`src/rtl/leb_pkg.sv`:
```
// ----------------------------------------------------------------------------
// LEB128 varint decoder package
// Status codes, field widths and encoding constants shared by the decoder.
// ----------------------------------------------------------------------------
package leb_pkg;

  localparam int unsigned BYTE_W     = 8;
  localparam int unsigned VALUE_W    = 64;
  localparam int unsigned STATUS_W   = 2;
  localparam int unsigned COUNT_W    = 4;
  localparam int unsigned GROUP_BITS = 7;
  localparam int unsigned MAX_BYTES  = 10;
  localparam int unsigned LAST_INDEX = 9;

  localparam logic [BYTE_W-1:0] PAYLOAD_MASK = 8'h7f;
  localparam logic [BYTE_W-1:0] CONT_BIT     = 8'h80;

  typedef logic [STATUS_W-1:0] status_t;

  localparam status_t ST_OK       = 2'd0;
  localparam status_t ST_OVERFLOW = 2'd1;
  localparam status_t ST_INVALID  = 2'd2;
  localparam status_t ST_END      = 2'd3;

  typedef struct packed {
    logic [VALUE_W-1:0] value_bits;
    status_t            status;
  } result_t;

endpackage

```
`src/rtl/leb128_varint_decoder.sv`:
```
// ----------------------------------------------------------------------------
// LEB128 varint decoder
// Decodes strict 64-bit unsigned LEB128 with optional zigzag, one byte a beat.
// ----------------------------------------------------------------------------
// Usage:
//   The input channel carries one encoded byte per beat in in_tdata, with
//   in_tuser[0] selecting zigzag decode (taken from the final byte) and
//   in_tuser[1] marking end of stream (byte ignored). A result beat carries
//   the decoded value in out_tdata and the status in out_tuser
//   (0 success, 1 overflow, 2 invalid encoding, 3 end of stream).
//   Throughput is one byte per cycle while in_tready is high; the accumulate, checks and zigzag all
//   fit between the state registers and the output register.
//   Unless the receiver stalls, a value's result is registered directly in the output register.
//   When the receiver stalls, a one-entry skid buffer behind the output
//   register keeps in_tready high until both hold a result; bytes that
//   complete no value are taken as long as in_tready is high.
//   Reset clears the accumulator, byte count and sticky status and empties
//   the output side. After an error or end-of-stream result all further beats are dropped
//   until the next reset.
// ----------------------------------------------------------------------------
module leb128_varint_decoder
  import leb_pkg::*;
(
  input  logic                clk,
  input  logic                rst_n,
  input  logic                in_tvalid,
  output logic                in_tready,
  input  logic [BYTE_W-1:0]   in_tdata,   // [7:0] data_byte
  input  logic [1:0]          in_tuser,   // [0] is_signed, [1] stream_end
  output logic                out_tvalid,
  input  logic                out_tready,
  output logic [VALUE_W-1:0]  out_tdata,  // [63:0] value_bits
  output logic [STATUS_W-1:0] out_tuser   // [1:0] status
);

  logic [VALUE_W-1:0] acc_r, acc_nxt;
  logic [COUNT_W-1:0] cnt_r, cnt_nxt;
  status_t            sticky_r, sticky_nxt;

  logic    out_valid_r, out_valid_nxt;
  result_t out_r, out_nxt;
  logic    skid_valid_r, skid_valid_nxt;
  result_t skid_r, skid_nxt;

  logic               in_acc;
  logic [BYTE_W-1:0]  b;
  logic               is_signed;
  logic               stream_end;
  logic [6:0]         sh_amt;
  logic [VALUE_W-1:0] acc_or;
  logic [COUNT_W:0]   cnt_inc;
  logic               res_valid;
  result_t            res;

  assign in_tready  = !skid_valid_r;
  assign in_acc     = in_tvalid && in_tready;
  assign b          = in_tdata;
  assign is_signed  = in_tuser[0];
  assign stream_end = in_tuser[1];

  assign sh_amt  = 7'(cnt_r) * 7'(GROUP_BITS);
  assign acc_or  = acc_r | (VALUE_W'(b & PAYLOAD_MASK) << sh_amt);
  assign cnt_inc = {1'b0, cnt_r} + 1'b1;

  // Decode one byte into the next state and an optional result.
  always_comb begin
    acc_nxt        = acc_r;
    cnt_nxt        = cnt_r;
    sticky_nxt     = sticky_r;
    res_valid      = 1'b0;
    res.value_bits = '0;
    res.status     = ST_OK;
    if (in_acc && sticky_r == ST_OK) begin
      priority if (stream_end) begin
        if (cnt_r != '0) begin
          res_valid = 1'b1;
          res.status = ST_END;
        end
      end else if (cnt_r >= COUNT_W'(LAST_INDEX)
                   && (cnt_r > COUNT_W'(LAST_INDEX) || b > 8'd1)) begin
        res_valid = 1'b1;
        res.status = ST_OVERFLOW;
      end else if ((b & CONT_BIT) != '0) begin
        acc_nxt = acc_or;
        cnt_nxt = cnt_inc[COUNT_W-1:0];
        if (cnt_inc >= (COUNT_W+1)'(MAX_BYTES)) begin
          res_valid = 1'b1;
          res.status = ST_OVERFLOW;
        end
      end else if (cnt_r != '0 && b == '0) begin
        res_valid = 1'b1;
        res.status = ST_INVALID;
      end else begin
        res_valid = 1'b1;
        res.value_bits = is_signed ? ((acc_or >> 1) ^ {VALUE_W{acc_or[0]}}) : acc_or;
      end
      if (res_valid) begin
        acc_nxt    = '0;
        cnt_nxt    = '0;
        sticky_nxt = res.status;
      end
    end
  end

  // Output register with a skid entry behind it.
  always_comb begin
    out_valid_nxt  = out_valid_r;
    out_nxt        = out_r;
    skid_valid_nxt = skid_valid_r;
    skid_nxt       = skid_r;
    if (!out_valid_r || out_tready) begin
      if (skid_valid_r) begin
        out_valid_nxt  = 1'b1;
        out_nxt        = skid_r;
        skid_valid_nxt = 1'b0;
      end else begin
        out_valid_nxt = res_valid;
        out_nxt       = res;
      end
    end else if (res_valid) begin
      skid_valid_nxt = 1'b1;
      skid_nxt       = res;
    end
  end

  always_ff @(posedge clk) begin
    if (!rst_n) begin
      acc_r        <= '0;
      cnt_r        <= '0;
      sticky_r     <= ST_OK;
      out_valid_r  <= 1'b0;
      skid_valid_r <= 1'b0;
    end else begin
      acc_r        <= acc_nxt;
      cnt_r        <= cnt_nxt;
      sticky_r     <= sticky_nxt;
      out_valid_r  <= out_valid_nxt;
      skid_valid_r <= skid_valid_nxt;
    end
  end

  always_ff @(posedge clk) begin
    out_r  <= out_nxt;
    skid_r <= skid_nxt;
  end

  assign out_tvalid = out_valid_r;
  assign out_tdata  = out_r.value_bits;
  assign out_tuser  = out_r.status;

`ifndef SYNTHESIS
  a_cnt_range: assert property (@(posedge clk) disable iff (!rst_n)
    cnt_r <= COUNT_W'(LAST_INDEX))
    else $error("byte count beyond last index");

  a_sticky_hold: assert property (@(posedge clk) disable iff (!rst_n)
    sticky_r != ST_OK |=> sticky_r == $past(sticky_r) && cnt_r == '0)
    else $error("sticky status changed after an error");

  a_skid_order: assert property (@(posedge clk) disable iff (!rst_n)
    skid_valid_r |-> out_valid_r)
    else $error("skid entry held while output register empty");

  a_err_zero: assert property (@(posedge clk) disable iff (!rst_n)
    out_valid_r && out_r.status != ST_OK |-> out_r.value_bits == '0)
    else $error("error result carries nonzero value");
`endif

endmodule
```
`config.mk`:
```
export PLATFORM = sky130hd
export DESIGN_NAME = leb128_varint_decoder
export DESIGN_NICKNAME = d
export VERILOG_FILES = /design/src/rtl/leb_pkg.sv /design/src/rtl/leb128_varint_decoder.sv
export SDC_FILE = /design/constraint.sdc
export NUM_CORES = 1
export LEC_CHECK = 0
export ABC_CLOCK_PERIOD_IN_PS = 8100
export BUFFER_PORTS_ARGS = -buffer_cell sky130_fd_sc_hd__buf_2
export CAP_MARGIN = 10
export CORE_UTILIZATION = 50
export DETAILED_ROUTE_END_ITERATION = 8
export PLACE_DENSITY_LB_ADDON = 0.25
export SLEW_MARGIN = 20
export SYNTH_ARGS = -nofsm -noshare
export SYNTH_HDL_FRONTEND = slang
export SYNTH_SLANG_ARGS = --single-unit
```
`constraint.sdc`:
```
create_clock -name clk -period 8.1 [get_ports clk]
set_input_delay 1.215 -clock clk [delete_from_list [all_inputs] [get_ports clk]]
set_output_delay 1.215 -clock clk [all_outputs]
set_load 0.02 [all_outputs]
```
==> results of run 1 <==
==> worst register-to-register path: stages (launching register included) <==
cell	delay, ns
dfxtp_1	0.31
buf_4	0.29
clkinv_1	0.36
ha_1	0.32
nor3b_1	0.19
or3_4	0.40
o2111ai_4	0.10
buf_4	0.78
a211oi_1	0.27
a21o_1	0.22
==> cell families after synthesis <==
| logic type | Yosys count | share of synthesized area (%) |
|---|---|---|
| AND/OR/NAND/NOR | 205 | 11.7 |
| XOR/XNOR | 62 | 5.64 |
| multiplexers | 2 | 0.208 |
| adder cells (fa/ha/maj) | 5 | 0.650 |
| buffers and inverters | 80 | 4.09 |
| flip-flops | 204 | 56.1 |
| AO/OA/AOI/OAI | 280 | 21.6 |
==> Yosys cell counts (all sizes together) (2+ instances only) <==
cell      n
edfxtp  132
a21oi    99
nor2     88
dfxtp    72
a21o     61
nor2b    59
a211oi   57
xnor2    57
a31oi    40
clkbuf   39
buf      35
nand2    18
o21ai    10
nor3      8
ha        5
inv       5
nor4      5
nor4b     5
xor2      5
nor3b     4
nor4bb    3
o21a      3
and4b     2
mux2i     2
nand2b    2
or3       2
or3b      2
or4       2
==> power breakdown <==
group | internal, mW | switching, mW | total (mW)
logic | 0.0631 | 0.137 | 0.200
registers | 1.13 | 0.00660 | 1.13
clock network | 0.693 | 0.396 | 1.09
total | 1.88 | 0.540 | 2.42
==> area by class of cell <==
cell class	count	share of cell area [%]
clock inverters	14	1.79
repair buffers	92	4.50
multi-input cells	554	35.6
well taps	234	2.69
inverters	6	0.207
flip-flops and latches	204	49.6
clock buffers	26	5.57
==> per-stage QoR <==
step,total power [mW],hold WS (ns)
2_1_floorplan,1.31,0.416
3_3_place_gp,1.35,0.435
3_5_place_dp,1.36,0.438
4_1_cts,2.44,0.447
5_1_grt,2.50,0.467
6_report,2.42,0.443
==> sequential cells by signal, summed over array words and instances (netlist names) <==
name          count
skid_r           66
acc_r            64
out_tdata        64
cnt_r             4
out_tuser         2
sticky_r          2
out_tvalid        1
skid_valid_r      1
==> worst max-delay path by stage <==
stage | startpoint | endpoint | slack [ns] | cells after the start
floorplan | out_tready | skid_r[0] | 0.05 | 2
global placement | in_tdata[4] | out_tdata[63] | 4.07 | 7
detailed placement | in_tdata[4] | out_tdata[1] | 4.03 | 7
CTS | in_tdata[4] | out_tdata[1] | 4.55 | 7
global route | in_tdata[4] | out_tdata[1] | 4.42 | 7
finish | in_tdata[4] | out_tdata[1] | 4.50 | 7
==> layer usage <==
| metal | track usage, % | up-vias | part of all wire [%] |
|---|---|---|---|
| met5 | 0 | - | 0 |
| met2 | 31.7 | 132 | 47 |
| met3 | 3.26 | 16 | 4.6 |
| met4 | 4.41 | 0 | 1.1 |
| li1 | - | 3144 | - |
| met1 | 27.1 | 3052 | 47 |
==> results.json, run 1 <==
{
  "final_cell_mix": "edfxtp_1, a21oi_1, nor2_1, buf_2, dfxtp_1",
  "fillCellCount": 1557,
  "clk_pin_slew_ns": 0.06,
  "final_common_cell": "edfxtp_1",
  "ys_seq_elements": 204,
  "drive_above_1_share_pct": 22.9,
  "grt_overflow": 0,
  "die_w_um": 141,
  "cp-end-kind": "flop",
  "gp_routability_congestion": 0.827,
  "maxCapViolations": 0,
  "grt_pass1_wl_mm": 31.2,
  "dieHeight_um": 141,
  "coreArea_mm2": 0.0188,
  "cp_slowest_cell": "buf_4",
  "synth_top_area_cell": "edfxtp_1",
  "antenna_found_initial": 1,
  "wire_per_inst_um": 16.8,
  "syn_nets": 857,
  "max_slew_margin_pct": 30.7,
  "routed_wl_mm": 19.0,
  "ff_latch_area_mm2": 0.00541,
  "instances_no_fill": 1130,
  "p_leak_nw": 4.42,
  "start_util_pct": 51.3,
  "min_period_ns": 3.60,
  "crit_fanout": 71,
  "totalNegativeSetupSlack_ns": 0,
  "port-buffer-count": 81,
  "min_path_type": "flop to flop",
  "whs_endpoint": "sticky_r[1]",
  "dpl.cell_count": 1090,
  "fin_util_pct": 58.1,
  "syn_area_mm2": 0.00963,
  "fmax_mhz": 278,
  "async_flop_share_pct": 0,
  "dp_hpwl_mm": 11.5,
  "grt_setup_unrepaired": "false",
  "yosys_warnings": 0,
  "avgSynthCellArea_um2": 11.5,
  "synth_edf_count": 132,
  "grt_start_max_net_pins": 72,
  "drtIter0Drc": 428,
  "crit_path_max_incr_delay_ns": 0.78,
  "grt_pass1_vias": 6035,
  "cts_resized": 0,
  "viasPerCell": 5.61,
  "synth_top_cell_area_share_pct": 41.2,
  "first_pass_iters": 4,
  "r2r_end": "out_tdata[1]",
  "worst_slew_pin_slew_ns": 1.04,
  "drtAntennaViolNets": 0,
  "ff2ff_setup_slack_ns": 4.62,
  "cts_buffers": 22,
  "powerDensity_mw_per_mm2": 222,
  "cts_setup_buffers": 0,
  "synth.area.top_cells": "edfxtp_1, dfxtp_1, a211oi_2",
  "dpl_worst_slack_ns": 4.03,
  "critPathArrivalTime_ns": 3.85,
  "crit_required_ns": 8.36,
  "status": "completed",
  "die-area_mm2": 0.0198,
  "finalCritPeriodShare_pct": 44.4,
  "area_delta_synth_final_pct": 13.2,
  "ctsRootBufferMaster": "clkbuf_16",
  "cts_tree": "done",
  "grt.total_usage_pct": 19.4,
  "layout.nets": 899,
  "setup_slack_ns": 4.50,
  "final_area_mm2": 0.0109,
  "place_area_mm2": 0.0101,
  "ir_drop_v": 0.000147,
  "path_class": "input pin to flop",
  "ctsLongestPathBuffers": 3,
  "critPathBufInv": 2,
  "drc": 0,
  "reg2reg_depth": 9,
  "yosysUniqueCellTypes": 54,
  "setup_violations": 0,
  "critPathTopFamily": "simple AND/OR/NAND/NOR gates",
  "synth-seq-area-share_pct": 56.1,
  "multiInputGateArea_mm2": 0.00388,
  "syn_inst": 838,
  "cts_max_level": 1,
  "cts.sinks": 204,
  "path_cells": "buf_2, or4_4, or3_4, o2111ai_4, buf_4, a211oi_1, a21o_1",
  "cts_hold_buf": 0,
  "whs_path_depth": 2,
  "hold_violations": 0,
  "finalMaxSlewViolations": 0,
  "synth_flop_cell": "edfxtp_1",
  "clk_latency_ns": 0.50,
  "ios": 82,
  "r2r_start": "cnt_r[0]",
  "diodes": 0,
  "finClkSkew_ns": 0.0125,
  "hold_start": "sticky_r[1]",
  "num_rows": 50,
  "start_kind": "input pin",
  "via_count": 6344
}
Power figures use the tool's default switching activity.
==> inputs of run 2 (changes only) <==
--- a/config.mk
+++ b/config.mk
@@ -5,7 +5,7 @@
 export SDC_FILE = /design/constraint.sdc
 export NUM_CORES = 1
 export LEC_CHECK = 0
-export ABC_CLOCK_PERIOD_IN_PS = 8100
+export ABC_CLOCK_PERIOD_IN_PS = 3250
 export BUFFER_PORTS_ARGS = -buffer_cell sky130_fd_sc_hd__buf_2
 export CAP_MARGIN = 10
 export CORE_UTILIZATION = 50
==> constraint.sdc (replaced) <==
create_clock -name clk -period 3.25 [get_ports clk]
set_input_delay 0.4875 -clock clk [delete_from_list [all_inputs] [get_ports clk]]
set_output_delay 0.4875 -clock clk [all_outputs]
set_load 0.02 [all_outputs]
==> run 2 against run 1 <==
  * Sequential share of layout area decreased by 0.61 points
  * Register-to-register slack worse by 4.2 ns
  * Die area unchanged
  * Clock power is 120% higher
  * Global-route usage grew 0.93 points
  * Clock skew up 0.0057 ns
  * Critical path depth stayed put
  * Combinational power rose to 2.7 times the previous value
  * Power increased by 140%
  * Utilization rose by 0.76 points
  * Final cell count up 2.0%
  * Clock-buffer cell count unchanged
==> results.json, run 2 (synthesis results as in run 1) <==
{
  "status": "completed",
  "grt_pass1_vias": 6256,
  "min_period_ns": 2.81,
  "largest_register": "skid_r",
  "instances_no_fill": 1153,
  "drive_above_1_share_pct": 24.8,
  "cts_hold_buf": 0,
  "path_class": "flop to flop",
  "grt_start_max_net_pins": 69,
  "grt_pass1_wl_mm": 32.3,
  "critPathTopFamily": "simple AND/OR/NAND/NOR gates",
  "setup_slack_ns": 0.436,
  "cts_buffers": 21,
  "critPathBufInv": 2,
  "p_leak_nw": 4.51,
  "min_path_type": "input pin to flop",
  "ctsLongestPathBuffers": 3,
  "setup_violations": 0,
  "critical_path_depth": 7,
  "die-area_mm2": 0.0198,
  "drtAntennaViolNets": 0,
  "num_rows": 50,
  "internal_power_mw": 4.42,
  "largest_reg_flops": 66,
  "cts_max_level": 1,
  "dpl.cell_count": 1115,
  "dieHeight_um": 141,
  "grt_setup_unrepaired": "false",
  "cts_resized": 0,
  "swShare_pct": 23.4,
  "cp_slowest_cell": "nor3_4",
  "routed_wl_mm": 19.8,
  "ir_drop_v": 0.000442,
  "start_util_pct": 51.3,
  "viasPerCell": 5.66,
  "gp_routability_congestion": 0.861,
  "crit_required_ns": 3.42,
  "finalMaxSlewViolations": 0,
  "ios": 82,
  "wire_per_inst_um": 17.2,
  "switchingPower_mw": 1.35,
  "dp_hpwl_mm": 12.4,
  "finalPower_mw": 5.77,
  "comb_power_share_pct": 9.2,
  "finalCritPeriodShare_pct": 86.6,
  "crit_path_max_incr_delay_ns": 0.73,
  "port-buffer-count": 81,
  "reg2reg_depth": 7,
  "drc": 0,
  "path_cells": "inv_4, ha_4, o31a_1, o22ai_1, o21a_1, nor3_4, buf_12",
  "area_delta_synth_final_pct": 14.7,
  "cp-end-kind": "flop",
  "finClkSkew_ns": 0.0181,
  "grt.total_usage_pct": 20.3,
  "maxCapViolations": 0,
  "final_cell_mix": "edfxtp_1, a21oi_1, nor2_1, buf_2, dfxtp_1",
  "worst_slew_pin_slew_ns": 0.944,
  "die_w_um": 141,
  "whs_path_depth": 3,
  "clk_latency_ns": 0.51,
  "layout.nets": 923,
  "hold_violations": 0,
  "totalNegativeSetupSlack_ns": 0,
  "ctsRootBufferMaster": "clkbuf_16",
  "max_slew_margin_pct": 36.8,
  "grt_overflow": 0,
  "cts.sinks": 204,
  "cts_tree": "done",
  "clk_pin_slew_ns": 0.06,
  "critPathArrivalTime_ns": 2.99,
  "drtIter0Drc": 421,
  "p_clk_share_pct": 41.7,
  "first_pass_iters": 5,
  "p_seq_share_pct": 49.0,
  "dpl_worst_slack_ns": 0.395,
  "crit_fanout": 48,
  "final_common_cell": "edfxtp_1",
  "cts_setup_buffers": 0,
  "antenna_found_initial": 0,
  "via_count": 6521,
  "powerDensity_mw_per_mm2": 522,
  "coreArea_mm2": 0.0188,
  "diodes": 0,
  "ff2ff_setup_slack_ns": 0.44,
  "fmax_mhz": 355,
  "start_kind": "flop"
}
run 2: routing by layer:
| metal | global-route usage [%] | up-vias | part of all wire [%] |
|---|---|---|---|
| li1 | - | 3197 | - |
| met4 | 7.21 | 0 | 1.9 |
| met5 | 0 | - | 0 |
| met1 | 28.1 | 3150 | 47 |
| met3 | 3.26 | 28 | 4.6 |
| met2 | 32.4 | 146 | 47 |
run 2: worst paths after layout:
kind	start	end
max reg2reg	cnt_r[1]	skid_r[7]
max	cnt_r[1]	skid_r[7]
min	rst_n	sticky_r[0]
min reg2reg	sticky_r[0]	sticky_r[0]
run 2: power by group through the flow:
stage	logic, mW	registers [mW]	clock network [mW]
global placement	0.526	2.88	0
floorplan	0.328	2.95	0
CTS	0.538	2.83	2.47
detailed placement	0.535	2.88	0
finish	0.533	2.83	2.41
global route	0.576	2.83	2.57
run 2: through the flow:
step	utilization, %	hold slack [ns]	instance area [um^2]
final	58.8	0.294	11000
after global routing	58.8	0.287	11000
after CTS	58.8	0.267	11000
after detailed placement	55.2	0.437	10400
after global placement	55.2	0.432	10400
after floorplan	-	0.416	9710
run 2: area by class of cell:
cell class	instances	area [um^2]
Fill cell	1587	7730
Sequential cell	204	5410
Multi-Input combinational cell	554	3890
Timing Repair Buffer	117	728
Clock buffer	26	544
Tap cell	234	293
Clock inverter	12	138
Inverter	6	37.5
run 2: worst reg2reg max path, cell delays in order (launching register included):
cell     delay [ns]
dfxtp_1        0.51
inv_4          0.11
ha_4           0.29
o31a_1         0.11
o22ai_1        0.09
o21a_1         0.25
nor3_4         0.73
buf_12         0.37
